## src/rtl/emf_pkg.sv

```systemverilog
// Shared widths, constants, command and status types for the moving average filter.
// Used by emf_ctrl, emf_datapath and ema_filter_with_rate_and_extrema.
`default_nettype none
package emf_pkg;

    localparam int SAMPLE_BITS = 16;
    localparam int COEF_BITS   = 16;

    localparam int WORD_BITS = 32;
    localparam int FRAC_BITS = 16;
    localparam int DIFF_BITS = WORD_BITS + 1;
    localparam int PROD_BITS = DIFF_BITS + COEF_BITS + 1;
    localparam int SAT_IN_BITS = (SAMPLE_BITS + FRAC_BITS + 1 > DIFF_BITS) ?
                                 SAMPLE_BITS + FRAC_BITS + 1 : DIFF_BITS;

    localparam int K_BASE = 58982;
    localparam logic [COEF_BITS-1:0] K_RESET = (COEF_BITS >= 16) ?
        COEF_BITS'(K_BASE << (COEF_BITS - 16)) : COEF_BITS'(K_BASE >> (16 - COEF_BITS));
    localparam logic signed [PROD_BITS-1:0] ROUND_HALF =
        PROD_BITS'(64'd1 << (COEF_BITS - 1));

    localparam logic signed [WORD_BITS-1:0] WORD_MAX = {1'b0, {(WORD_BITS-1){1'b1}}};
    localparam logic signed [WORD_BITS-1:0] WORD_MIN = {1'b1, {(WORD_BITS-1){1'b0}}};

    localparam logic [1:0] SEL_AVG    = 2'd0;
    localparam logic [1:0] SEL_PEAK   = 2'd1;
    localparam logic [1:0] SEL_VALLEY = 2'd2;

    typedef struct packed {
        logic       load;
        logic       init_avg;
        logic       diff_en;
        logic       mul_en;
        logic       upd_en;
        logic       rate_en;
        logic       out_load;
        logic [1:0] sel;
    } emf_cmd_t;

    typedef struct packed {
        logic fresh;
    } emf_status_t;

    function automatic logic signed [WORD_BITS-1:0] sat_word(
        input logic signed [SAT_IN_BITS-1:0] v);
        logic [SAT_IN_BITS-WORD_BITS:0] upper;
        upper = v[SAT_IN_BITS-1:WORD_BITS-1];
        if ((&upper) || (~|upper))
            return v[WORD_BITS-1:0];
        else if (v[SAT_IN_BITS-1])
            return WORD_MIN;
        else
            return WORD_MAX;
    endfunction

endpackage
`default_nettype wire

```

## src/rtl/ema_filter_with_rate_and_extrema.sv

```systemverilog
// Top level of the moving average filter with rate and decaying extrema.
// Holds the coefficient register and joins emf_ctrl and emf_datapath; uses emf_pkg.
//
//   channel   direction  handshake                     payload
//   item      input      item_valid / item_stall       sample, restart
//   result    output     result_valid / result_stall   average_out, rate_out, peak_out,
//                                                      valley_out
//   config    input      psel / penable / pwrite       paddr, pwdata, prdata
//
// An item runs from acceptance to a loaded result, by a shorter path when it only loads
// the average; one shared multiplier works through the average, peak and valley blends
// in turn. The next item is accepted the cycle after the result register is loaded.
// Reset is asynchronous and clears the state to its start values and the coefficient
// to its default. A stalled result holds the sequence in its last step.
`default_nettype none
module ema_filter_with_rate_and_extrema (
    input  wire                                   clk,
    input  wire                                   rst_n,
    input  wire                                   item_valid,
    output logic                                  item_stall,
    input  wire signed [emf_pkg::SAMPLE_BITS-1:0] sample,
    input  wire                                   restart,
    output logic                                  result_valid,
    input  wire                                   result_stall,
    output logic signed [emf_pkg::WORD_BITS-1:0]  average_out,
    output logic signed [emf_pkg::WORD_BITS-1:0]  rate_out,
    output logic signed [emf_pkg::WORD_BITS-1:0]  peak_out,
    output logic signed [emf_pkg::WORD_BITS-1:0]  valley_out,
    input  wire                                   psel,
    input  wire                                   penable,
    input  wire                                   pwrite,
    input  wire        [2:0]                      paddr,
    input  wire        [31:0]                     pwdata,
    output logic       [31:0]                     prdata,
    output logic                                  pready
);
    import emf_pkg::*;

    logic [COEF_BITS-1:0] coef_reg, coef_next;
    emf_cmd_t             cmd;
    emf_status_t          status;

    assign pready = 1'b1;
    assign prdata = (paddr[2] == 1'b0) ? {{(32-COEF_BITS){1'b0}}, coef_reg} : 32'd0;

    always_comb
    begin
        coef_next = coef_reg;
        if (psel && penable && pwrite && pready && paddr[2] == 1'b0)
            coef_next = pwdata[COEF_BITS-1:0];
    end

    always_ff @(posedge clk or negedge rst_n)
    begin
        if (!rst_n)
            coef_reg <= K_RESET;
        else
            coef_reg <= coef_next;
    end

    emf_ctrl u_ctrl (
        .clk          (clk),
        .rst_n        (rst_n),
        .item_valid   (item_valid),
        .item_stall   (item_stall),
        .result_valid (result_valid),
        .result_stall (result_stall),
        .status       (status),
        .cmd          (cmd)
    );

    emf_datapath u_datapath (
        .clk         (clk),
        .rst_n       (rst_n),
        .cmd         (cmd),
        .status      (status),
        .coef        (coef_reg),
        .sample      (sample),
        .restart     (restart),
        .average_out (average_out),
        .rate_out    (rate_out),
        .peak_out    (peak_out),
        .valley_out  (valley_out)
    );

endmodule
`default_nettype wire

```

## src/rtl/emf_ctrl.sv

```systemverilog
// Sequencing state machine for the moving average filter.
// Depends on emf_pkg for the command and status types.
`default_nettype none
module emf_ctrl (
    input  wire                  clk,
    input  wire                  rst_n,
    input  wire                  item_valid,
    output logic                 item_stall,
    output logic                 result_valid,
    input  wire                  result_stall,
    input  emf_pkg::emf_status_t status,
    output emf_pkg::emf_cmd_t    cmd
);
    import emf_pkg::*;

    localparam logic [3:0] S_IDLE     = 4'd0;
    localparam logic [3:0] S_CHECK    = 4'd1;
    localparam logic [3:0] S_AVG_MUL  = 4'd2;
    localparam logic [3:0] S_AVG_UPD  = 4'd3;
    localparam logic [3:0] S_PK_DIFF  = 4'd4;
    localparam logic [3:0] S_PK_MUL   = 4'd5;
    localparam logic [3:0] S_PK_UPD   = 4'd6;
    localparam logic [3:0] S_VL_DIFF  = 4'd7;
    localparam logic [3:0] S_VL_MUL   = 4'd8;
    localparam logic [3:0] S_VL_UPD   = 4'd9;
    localparam logic [3:0] S_DONE     = 4'd10;

    logic [3:0] state_reg, state_next;
    logic       valid_reg, valid_next;

    assign item_stall   = (state_reg != S_IDLE);
    assign result_valid = valid_reg;

    always_comb
    begin
        state_next = state_reg;
        cmd        = '0;
        cmd.sel    = SEL_AVG;
        case (state_reg)
            S_IDLE:
            begin
                if (item_valid)
                begin
                    cmd.load   = 1'b1;
                    state_next = S_CHECK;
                end
            end
            S_CHECK:
            begin
                if (status.fresh)
                begin
                    cmd.init_avg = 1'b1;
                    state_next   = S_DONE;
                end
                else
                begin
                    cmd.diff_en = 1'b1;
                    state_next  = S_AVG_MUL;
                end
            end
            S_AVG_MUL:
            begin
                cmd.mul_en = 1'b1;
                state_next = S_AVG_UPD;
            end
            S_AVG_UPD:
            begin
                cmd.upd_en = 1'b1;
                state_next = S_PK_DIFF;
            end
            S_PK_DIFF:
            begin
                cmd.sel     = SEL_PEAK;
                cmd.diff_en = 1'b1;
                cmd.rate_en = 1'b1;
                state_next  = S_PK_MUL;
            end
            S_PK_MUL:
            begin
                cmd.sel    = SEL_PEAK;
                cmd.mul_en = 1'b1;
                state_next = S_PK_UPD;
            end
            S_PK_UPD:
            begin
                cmd.sel    = SEL_PEAK;
                cmd.upd_en = 1'b1;
                state_next = S_VL_DIFF;
            end
            S_VL_DIFF:
            begin
                cmd.sel     = SEL_VALLEY;
                cmd.diff_en = 1'b1;
                state_next  = S_VL_MUL;
            end
            S_VL_MUL:
            begin
                cmd.sel    = SEL_VALLEY;
                cmd.mul_en = 1'b1;
                state_next = S_VL_UPD;
            end
            S_VL_UPD:
            begin
                cmd.sel    = SEL_VALLEY;
                cmd.upd_en = 1'b1;
                state_next = S_DONE;
            end
            S_DONE:
            begin
                if (!valid_reg || !result_stall)
                begin
                    cmd.out_load = 1'b1;
                    state_next   = S_IDLE;
                end
            end
            default:
            begin
                state_next = S_IDLE;
            end
        endcase
    end

    always_comb
    begin
        valid_next = valid_reg;
        if (cmd.out_load)
            valid_next = 1'b1;
        else if (!result_stall)
            valid_next = 1'b0;
    end

    always_ff @(posedge clk or negedge rst_n)
    begin
        if (!rst_n)
        begin
            state_reg <= S_IDLE;
            valid_reg <= 1'b0;
        end
        else
        begin
            state_reg <= state_next;
            valid_reg <= valid_next;
        end
    end

`ifndef NO_ASSERTIONS
    a_no_overwrite: assert property (@(posedge clk) disable iff (!rst_n)
        cmd.out_load |-> !(valid_reg && result_stall))
        else $error("result register overwritten while a transfer is pending");

    a_accept_check: assert property (@(posedge clk) disable iff (!rst_n)
        (item_valid && !item_stall) |=> (state_reg == S_CHECK))
        else $error("accepted transfer did not start the sequence");

    a_valid_from_done: assert property (@(posedge clk) disable iff (!rst_n)
        $rose(valid_reg) |-> ($past(state_reg) == S_DONE))
        else $error("result became valid outside the final step");
`endif

endmodule
`default_nettype wire

```

## src/rtl/emf_datapath.sv

```systemverilog
// State registers, shared blend multiplier and result register of the filter.
// Depends on emf_pkg for widths, constants and the command and status types.
`default_nettype none
module emf_datapath (
    input  wire                                      clk,
    input  wire                                      rst_n,
    input  emf_pkg::emf_cmd_t                        cmd,
    output emf_pkg::emf_status_t                     status,
    input  wire        [emf_pkg::COEF_BITS-1:0]      coef,
    input  wire signed [emf_pkg::SAMPLE_BITS-1:0]    sample,
    input  wire                                      restart,
    output logic signed [emf_pkg::WORD_BITS-1:0]     average_out,
    output logic signed [emf_pkg::WORD_BITS-1:0]     rate_out,
    output logic signed [emf_pkg::WORD_BITS-1:0]     peak_out,
    output logic signed [emf_pkg::WORD_BITS-1:0]     valley_out
);
    import emf_pkg::*;

    logic        [SAMPLE_BITS-1:0] prev_reg;
    logic        [SAMPLE_BITS-1:0] raw_reg;
    logic signed [WORD_BITS-1:0]   x_reg;
    logic signed [WORD_BITS-1:0]   avg_reg;
    logic signed [WORD_BITS-1:0]   old_avg_reg;
    logic signed [WORD_BITS-1:0]   chg_reg;
    logic signed [WORD_BITS-1:0]   peak_reg;
    logic signed [WORD_BITS-1:0]   valley_reg;
    logic signed [DIFF_BITS-1:0]   diff_reg;
    logic signed [PROD_BITS-1:0]   prod_reg;

    logic signed [SAT_IN_BITS-1:0] sample_wide;
    logic signed [WORD_BITS-1:0]   x_next;
    logic signed [WORD_BITS-1:0]   diff_a;
    logic signed [WORD_BITS-1:0]   diff_b;
    logic signed [PROD_BITS-1:0]   rounded;
    logic signed [PROD_BITS-1:0]   shifted;
    logic signed [DIFF_BITS:0]     blend_sum;
    logic signed [WORD_BITS-1:0]   target;
    logic signed [WORD_BITS-1:0]   blend;
    logic signed [SAT_IN_BITS-1:0] rate_wide;

    assign sample_wide = {{(SAT_IN_BITS-SAMPLE_BITS){sample[SAMPLE_BITS-1]}}, sample};
    assign x_next      = sat_word(sample_wide <<< FRAC_BITS);

    assign status.fresh = (prev_reg == '0) && (avg_reg == '0) && (chg_reg == '0);

    always_comb
    begin
        case (cmd.sel)
            SEL_PEAK:
            begin
                diff_a = peak_reg;
                diff_b = avg_reg;
                target = avg_reg;
            end
            SEL_VALLEY:
            begin
                diff_a = valley_reg;
                diff_b = avg_reg;
                target = avg_reg;
            end
            default:
            begin
                diff_a = avg_reg;
                diff_b = x_reg;
                target = x_reg;
            end
        endcase
    end

    assign rounded   = prod_reg + ROUND_HALF;
    assign shifted   = rounded >>> COEF_BITS;
    assign blend_sum = shifted[DIFF_BITS:0] + {{2{target[WORD_BITS-1]}}, target};
    assign blend     = blend_sum[WORD_BITS-1:0];
    assign rate_wide = SAT_IN_BITS'(avg_reg) - SAT_IN_BITS'(old_avg_reg);

    always_ff @(posedge clk)
    begin
        if (cmd.load)
        begin
            raw_reg <= sample;
            x_reg   <= x_next;
        end
        if (cmd.diff_en)
            diff_reg <= DIFF_BITS'(diff_a) - DIFF_BITS'(diff_b);
        if (cmd.mul_en)
            prod_reg <= diff_reg * $signed({1'b0, coef});
        if (cmd.upd_en && cmd.sel == SEL_AVG)
            old_avg_reg <= avg_reg;
        if (cmd.out_load)
        begin
            average_out <= avg_reg;
            rate_out    <= chg_reg;
            peak_out    <= peak_reg;
            valley_out  <= valley_reg;
        end
    end

    always_ff @(posedge clk or negedge rst_n)
    begin
        if (!rst_n)
        begin
            prev_reg   <= '0;
            avg_reg    <= '0;
            chg_reg    <= '0;
            peak_reg   <= WORD_MIN;
            valley_reg <= WORD_MAX;
        end
        else
        begin
            if (cmd.load && restart)
            begin
                prev_reg   <= '0;
                avg_reg    <= '0;
                chg_reg    <= '0;
                peak_reg   <= WORD_MIN;
                valley_reg <= WORD_MAX;
            end
            if (cmd.init_avg)
                avg_reg <= x_reg;
            if (cmd.rate_en)
                chg_reg <= sat_word(rate_wide);
            if (cmd.upd_en)
            begin
                case (cmd.sel)
                    SEL_PEAK:
                        peak_reg <= (peak_reg < x_reg) ? x_reg : blend;
                    SEL_VALLEY:
                        valley_reg <= (x_reg < valley_reg) ? x_reg : blend;
                    default:
                        avg_reg <= blend;
                endcase
            end
            if (cmd.out_load)
                prev_reg <= raw_reg;
        end
    end

endmodule
`default_nettype wire
```

## config.mk

```make
export PLATFORM = sky130hd
export DESIGN_NAME = ema_filter_with_rate_and_extrema
export DESIGN_NICKNAME = d
export VERILOG_FILES = /design/src/rtl/emf_pkg.sv /design/src/rtl/ema_filter_with_rate_and_extrema.sv /design/src/rtl/emf_ctrl.sv /design/src/rtl/emf_datapath.sv
export SDC_FILE = /design/constraint.sdc
export NUM_CORES = 2
export LEC_CHECK = 0
export ABC_AREA = 1
export BUFFER_PORTS_ARGS = -buffer_cell sky130_fd_sc_hd__buf_2
export CAP_MARGIN = 20
export CELL_PAD_IN_SITES_DETAIL_PLACEMENT = 1
export CELL_PAD_IN_SITES_GLOBAL_PLACEMENT = 1
export CORE_ASPECT_RATIO = 0.8
export CORE_MARGIN = 10
export CORE_UTILIZATION = 48
export DETAILED_ROUTE_END_ITERATION = 10
export PLACE_DENSITY = 0.93
export SLEW_MARGIN = 20
export SYNTH_ARGS = -nofsm -noshare
export SYNTH_HDL_FRONTEND = slang
export SYNTH_HIERARCHICAL = 1
export SYNTH_SLANG_ARGS = --single-unit
```

## constraint.sdc

```tcl
create_clock -name clk -period 7.4 [get_ports clk]
set_input_delay 0.37 -clock clk [delete_from_list [all_inputs] [get_ports clk]]
set_output_delay 0.37 -clock clk [all_outputs]
set_load 0.02 [all_outputs]
```

==> flow_metrics.tcl <==
set metrics [dict create \
    drt_pre_antenna_iters 6 \
    synthTopCellsByArea "fa_1 (23%), edfxtp_1 (17%), nand2_1 (13%), inv_1 (11%), dfrtp_1 (7.2%)" \
    synth_cell_types 57 \
    syn_avg_cell_area_sq_um 8.01 \
    post-dp-hpwl_um 125000 \
    grt_max_degree 135 \
    cts-root-buf "clkbuf_16" \
    clock_latency_ns 0.63 \
    synth_area_sq_um 42900 \
    synth-seq-area-share_pct 26.7 \
    grt_pass1_wl_um 252000 \
    via_count 38871 \
    start_util_pct 48.2 \
    whs_ns 0.0265 \
    coreArea_sq_um 89000 \
    synthAdderAreaFrac_pct 30.0 \
    fp.dieH_um 288 \
    clkTransAtPathRegs_ns 0.07 \
    synth_edf_count 242 \
    postCtsHoldBufs 28 \
    grt.overflow.total 0 \
    cts_tree "built" \
    ys.warnings.count 6 \
    status "completed" \
    finalNetCount 6281 \
    post_cts_buffers 0 \
    synth-async-reset-ratio_pct 40.5 \
    cp.arrival_ns 7.33 \
    ys_top_cells_by_count "nand2_1 (1438), inv_1 (1236), fa_1 (492)" \
    grtUsageTotal_pct 31.6 \
    finalWeightedCongestion 0.955 \
    die_w_um 354 \
    hp-start "pwdata[1]" \
    ys_seq_elements 407 \
    synth_top_family_by_area "adder cells" \
    relSlewSlack_pct 16.7 \
    fp-row-count 98 \
    syn_to_final_growth_pct 8.96 \
    fmaxAchievable_mhz 143 \
    ant_nets 0 \
    grt_setup_unrepaired "false" \
    cts_buffer_depth 3 \
    synthMuxAreaShare_pct 0 \
    fin_tns_setup_ns 0 \
    clock_skew_ns 0.0444 \
    period_minus_slack_ns 6.99 \
    cts_resized 0 \
    drc 0 \
    synthCells 5364 \
    min_path_type "in -> reg" \
    timing.final.crit_share_pct 94.4 \
    synth.top_cell.area_share_pct 22.9 \
    drt_wl_total_um 163000 \
    crit_path_start_kind "flip-flop" \
    r2r_start "coef_reg[13]" \
    wire_per_inst_um 24.2 \
    crit_fanout 29 \
    yosysTopAreaCell "fa_1" \
    die-area_sq_um 102000 \
    synth_xor_area_share_pct 2.47 \
    htree_num_levels 2 \
    crit_type "reg -> reg" \
    required_ns 7.74 \
    end_kind "flip-flop" \
    yosysMostFrequentCell "nand2_1" \
    grt_pass1_vias 42961 \
    drv_slew 0 \
    cts_buffers 45 \
    via_per_inst 5.77 \
    antenna_found_initial 3 \
    hold_violations 0 \
    synth_compound_area_share_pct 7.23 \
    cts.sinks 407 \
    finish.utilization_pct 52.6 \
    layout-drive-gt1-share_pct 7.98 \
    drt_iter0_drc 3728 \
    port_buffers 186 \
    ios 222 \
    crit_start "coef_reg[13]" \
    maxCapViolations 0 \
    setup_violations 0 \
    synth_ff_type "edfxtp_1" \
    worst_slew_pin_slew_ns 1.24 \
    synth-simple-area-share_pct 20.5 \
]
==> critical path, cell delays in order, from the launching register on <==
cell and delay, ns:
dfstp_2 1.08, buf_4 0.29, nand2_1 0.11, fa_1 0.58, inv_1 0.08, fa_1 0.56, fa_1 0.44, fa_1 0.49
fa_1 0.52, inv_1 0.06, fa_1 0.48, inv_1 0.05, ha_1 0.29, nand2_1 0.11, nor2_1 0.23, nand2_1 0.12
nor4_1 0.59, nand4_1 0.29, nand3_1 0.26, xor2_1 0.11
==> routing by layer <==
metal	GRT usage [%]	vias up	wire length, um
met5	0	-	22
met4	14.8	4	8570
met3	6.51	684	14000
met2	52.6	2166	76700
met1	39.3	19407	63600
li1	-	16610	-
==> cells in the final DEF (no fill, tap or decap), types with 7 or more instances in the layout <==
cell type / count
and3_1: 7
xor2_1: 67
inv_1: 1236
dfstp_2: 41
a21o_1: 16
nor4_1: 39
a21oi_1: 209
nand4_1: 58
clkbuf_1: 11
dfrtp_1: 124
a221o_1: 32
o21a_1: 13
a31oi_1: 14
nor2_1: 260
nand3_1: 177
nand2_2: 7
nor3_1: 33
buf_4: 58
nand3_2: 31
o21ai_0: 200
o21bai_1: 29
nand3b_1: 12
buf_2: 185
clkbuf_16: 48
fa_1: 492
inv_2: 12
o22ai_1: 11
conb_1: 17
nor2_2: 14
nand2_1: 1438
ha_1: 241
xnor2_1: 54
edfxtp_1: 242
dlygate4sd3_1: 28
==> area by class of cell <==
type / count / area [sq um]
diodes: 6 / 15.0
clock buffers: 62 / 1280
clock inverters: 22 / 224
fillers: 10960 / 42200
inverters: 1249 / 4690
multi-input cells: 3511 / 25900
flip-flops and latches: 407 / 11400
well taps: 1200 / 1500
repair buffers: 274 / 1700
==> final timing paths <==
| check | to | slack [ns] | cells past startpoint |
|---|---|---|---|
| min | coef_reg[1] | 0.03 | 3 |
| min reg2reg | u_datapath/rate_out[13] | 0.47 | 0 |
| max in group asynchronous | coef_reg[12] | 5.94 | 3 |
| max | u_datapath/prod_reg[40] | 0.41 | 19 |
| max reg2reg | u_datapath/prod_reg[40] | 0.41 | 19 |
| min in group asynchronous | u_datapath/chg_reg[26] | 0.19 | 2 |
==> logic make-up (layout without fill, tap and decap cells) <==
logic type,after synthesis,count (layout)
AOI/OAI and AO/OA,541,541
xor gates and xnor gates,121,121
adders and majority gates,734,734
buffers and inverters,1461,1607
DFF,407,407
other,2,23
and+or+nand+nor,2098,2098
==> through the flow <==
step,worst slack (ns),instance area (sq um),instances
6_report,0.411,46800,6731
5_1_grt,0.248,46800,6726
4_1_cts,0.581,46800,6725
3_5_place_dp,0.595,45000,6613
3_3_place_gp,0.812,45000,6612
2_1_floorplan,1.63,43000,5379
Power is left out: the tool's default activity adds up to more than one toggle a clock period on the data nets, which glitch-free logic cannot reach.
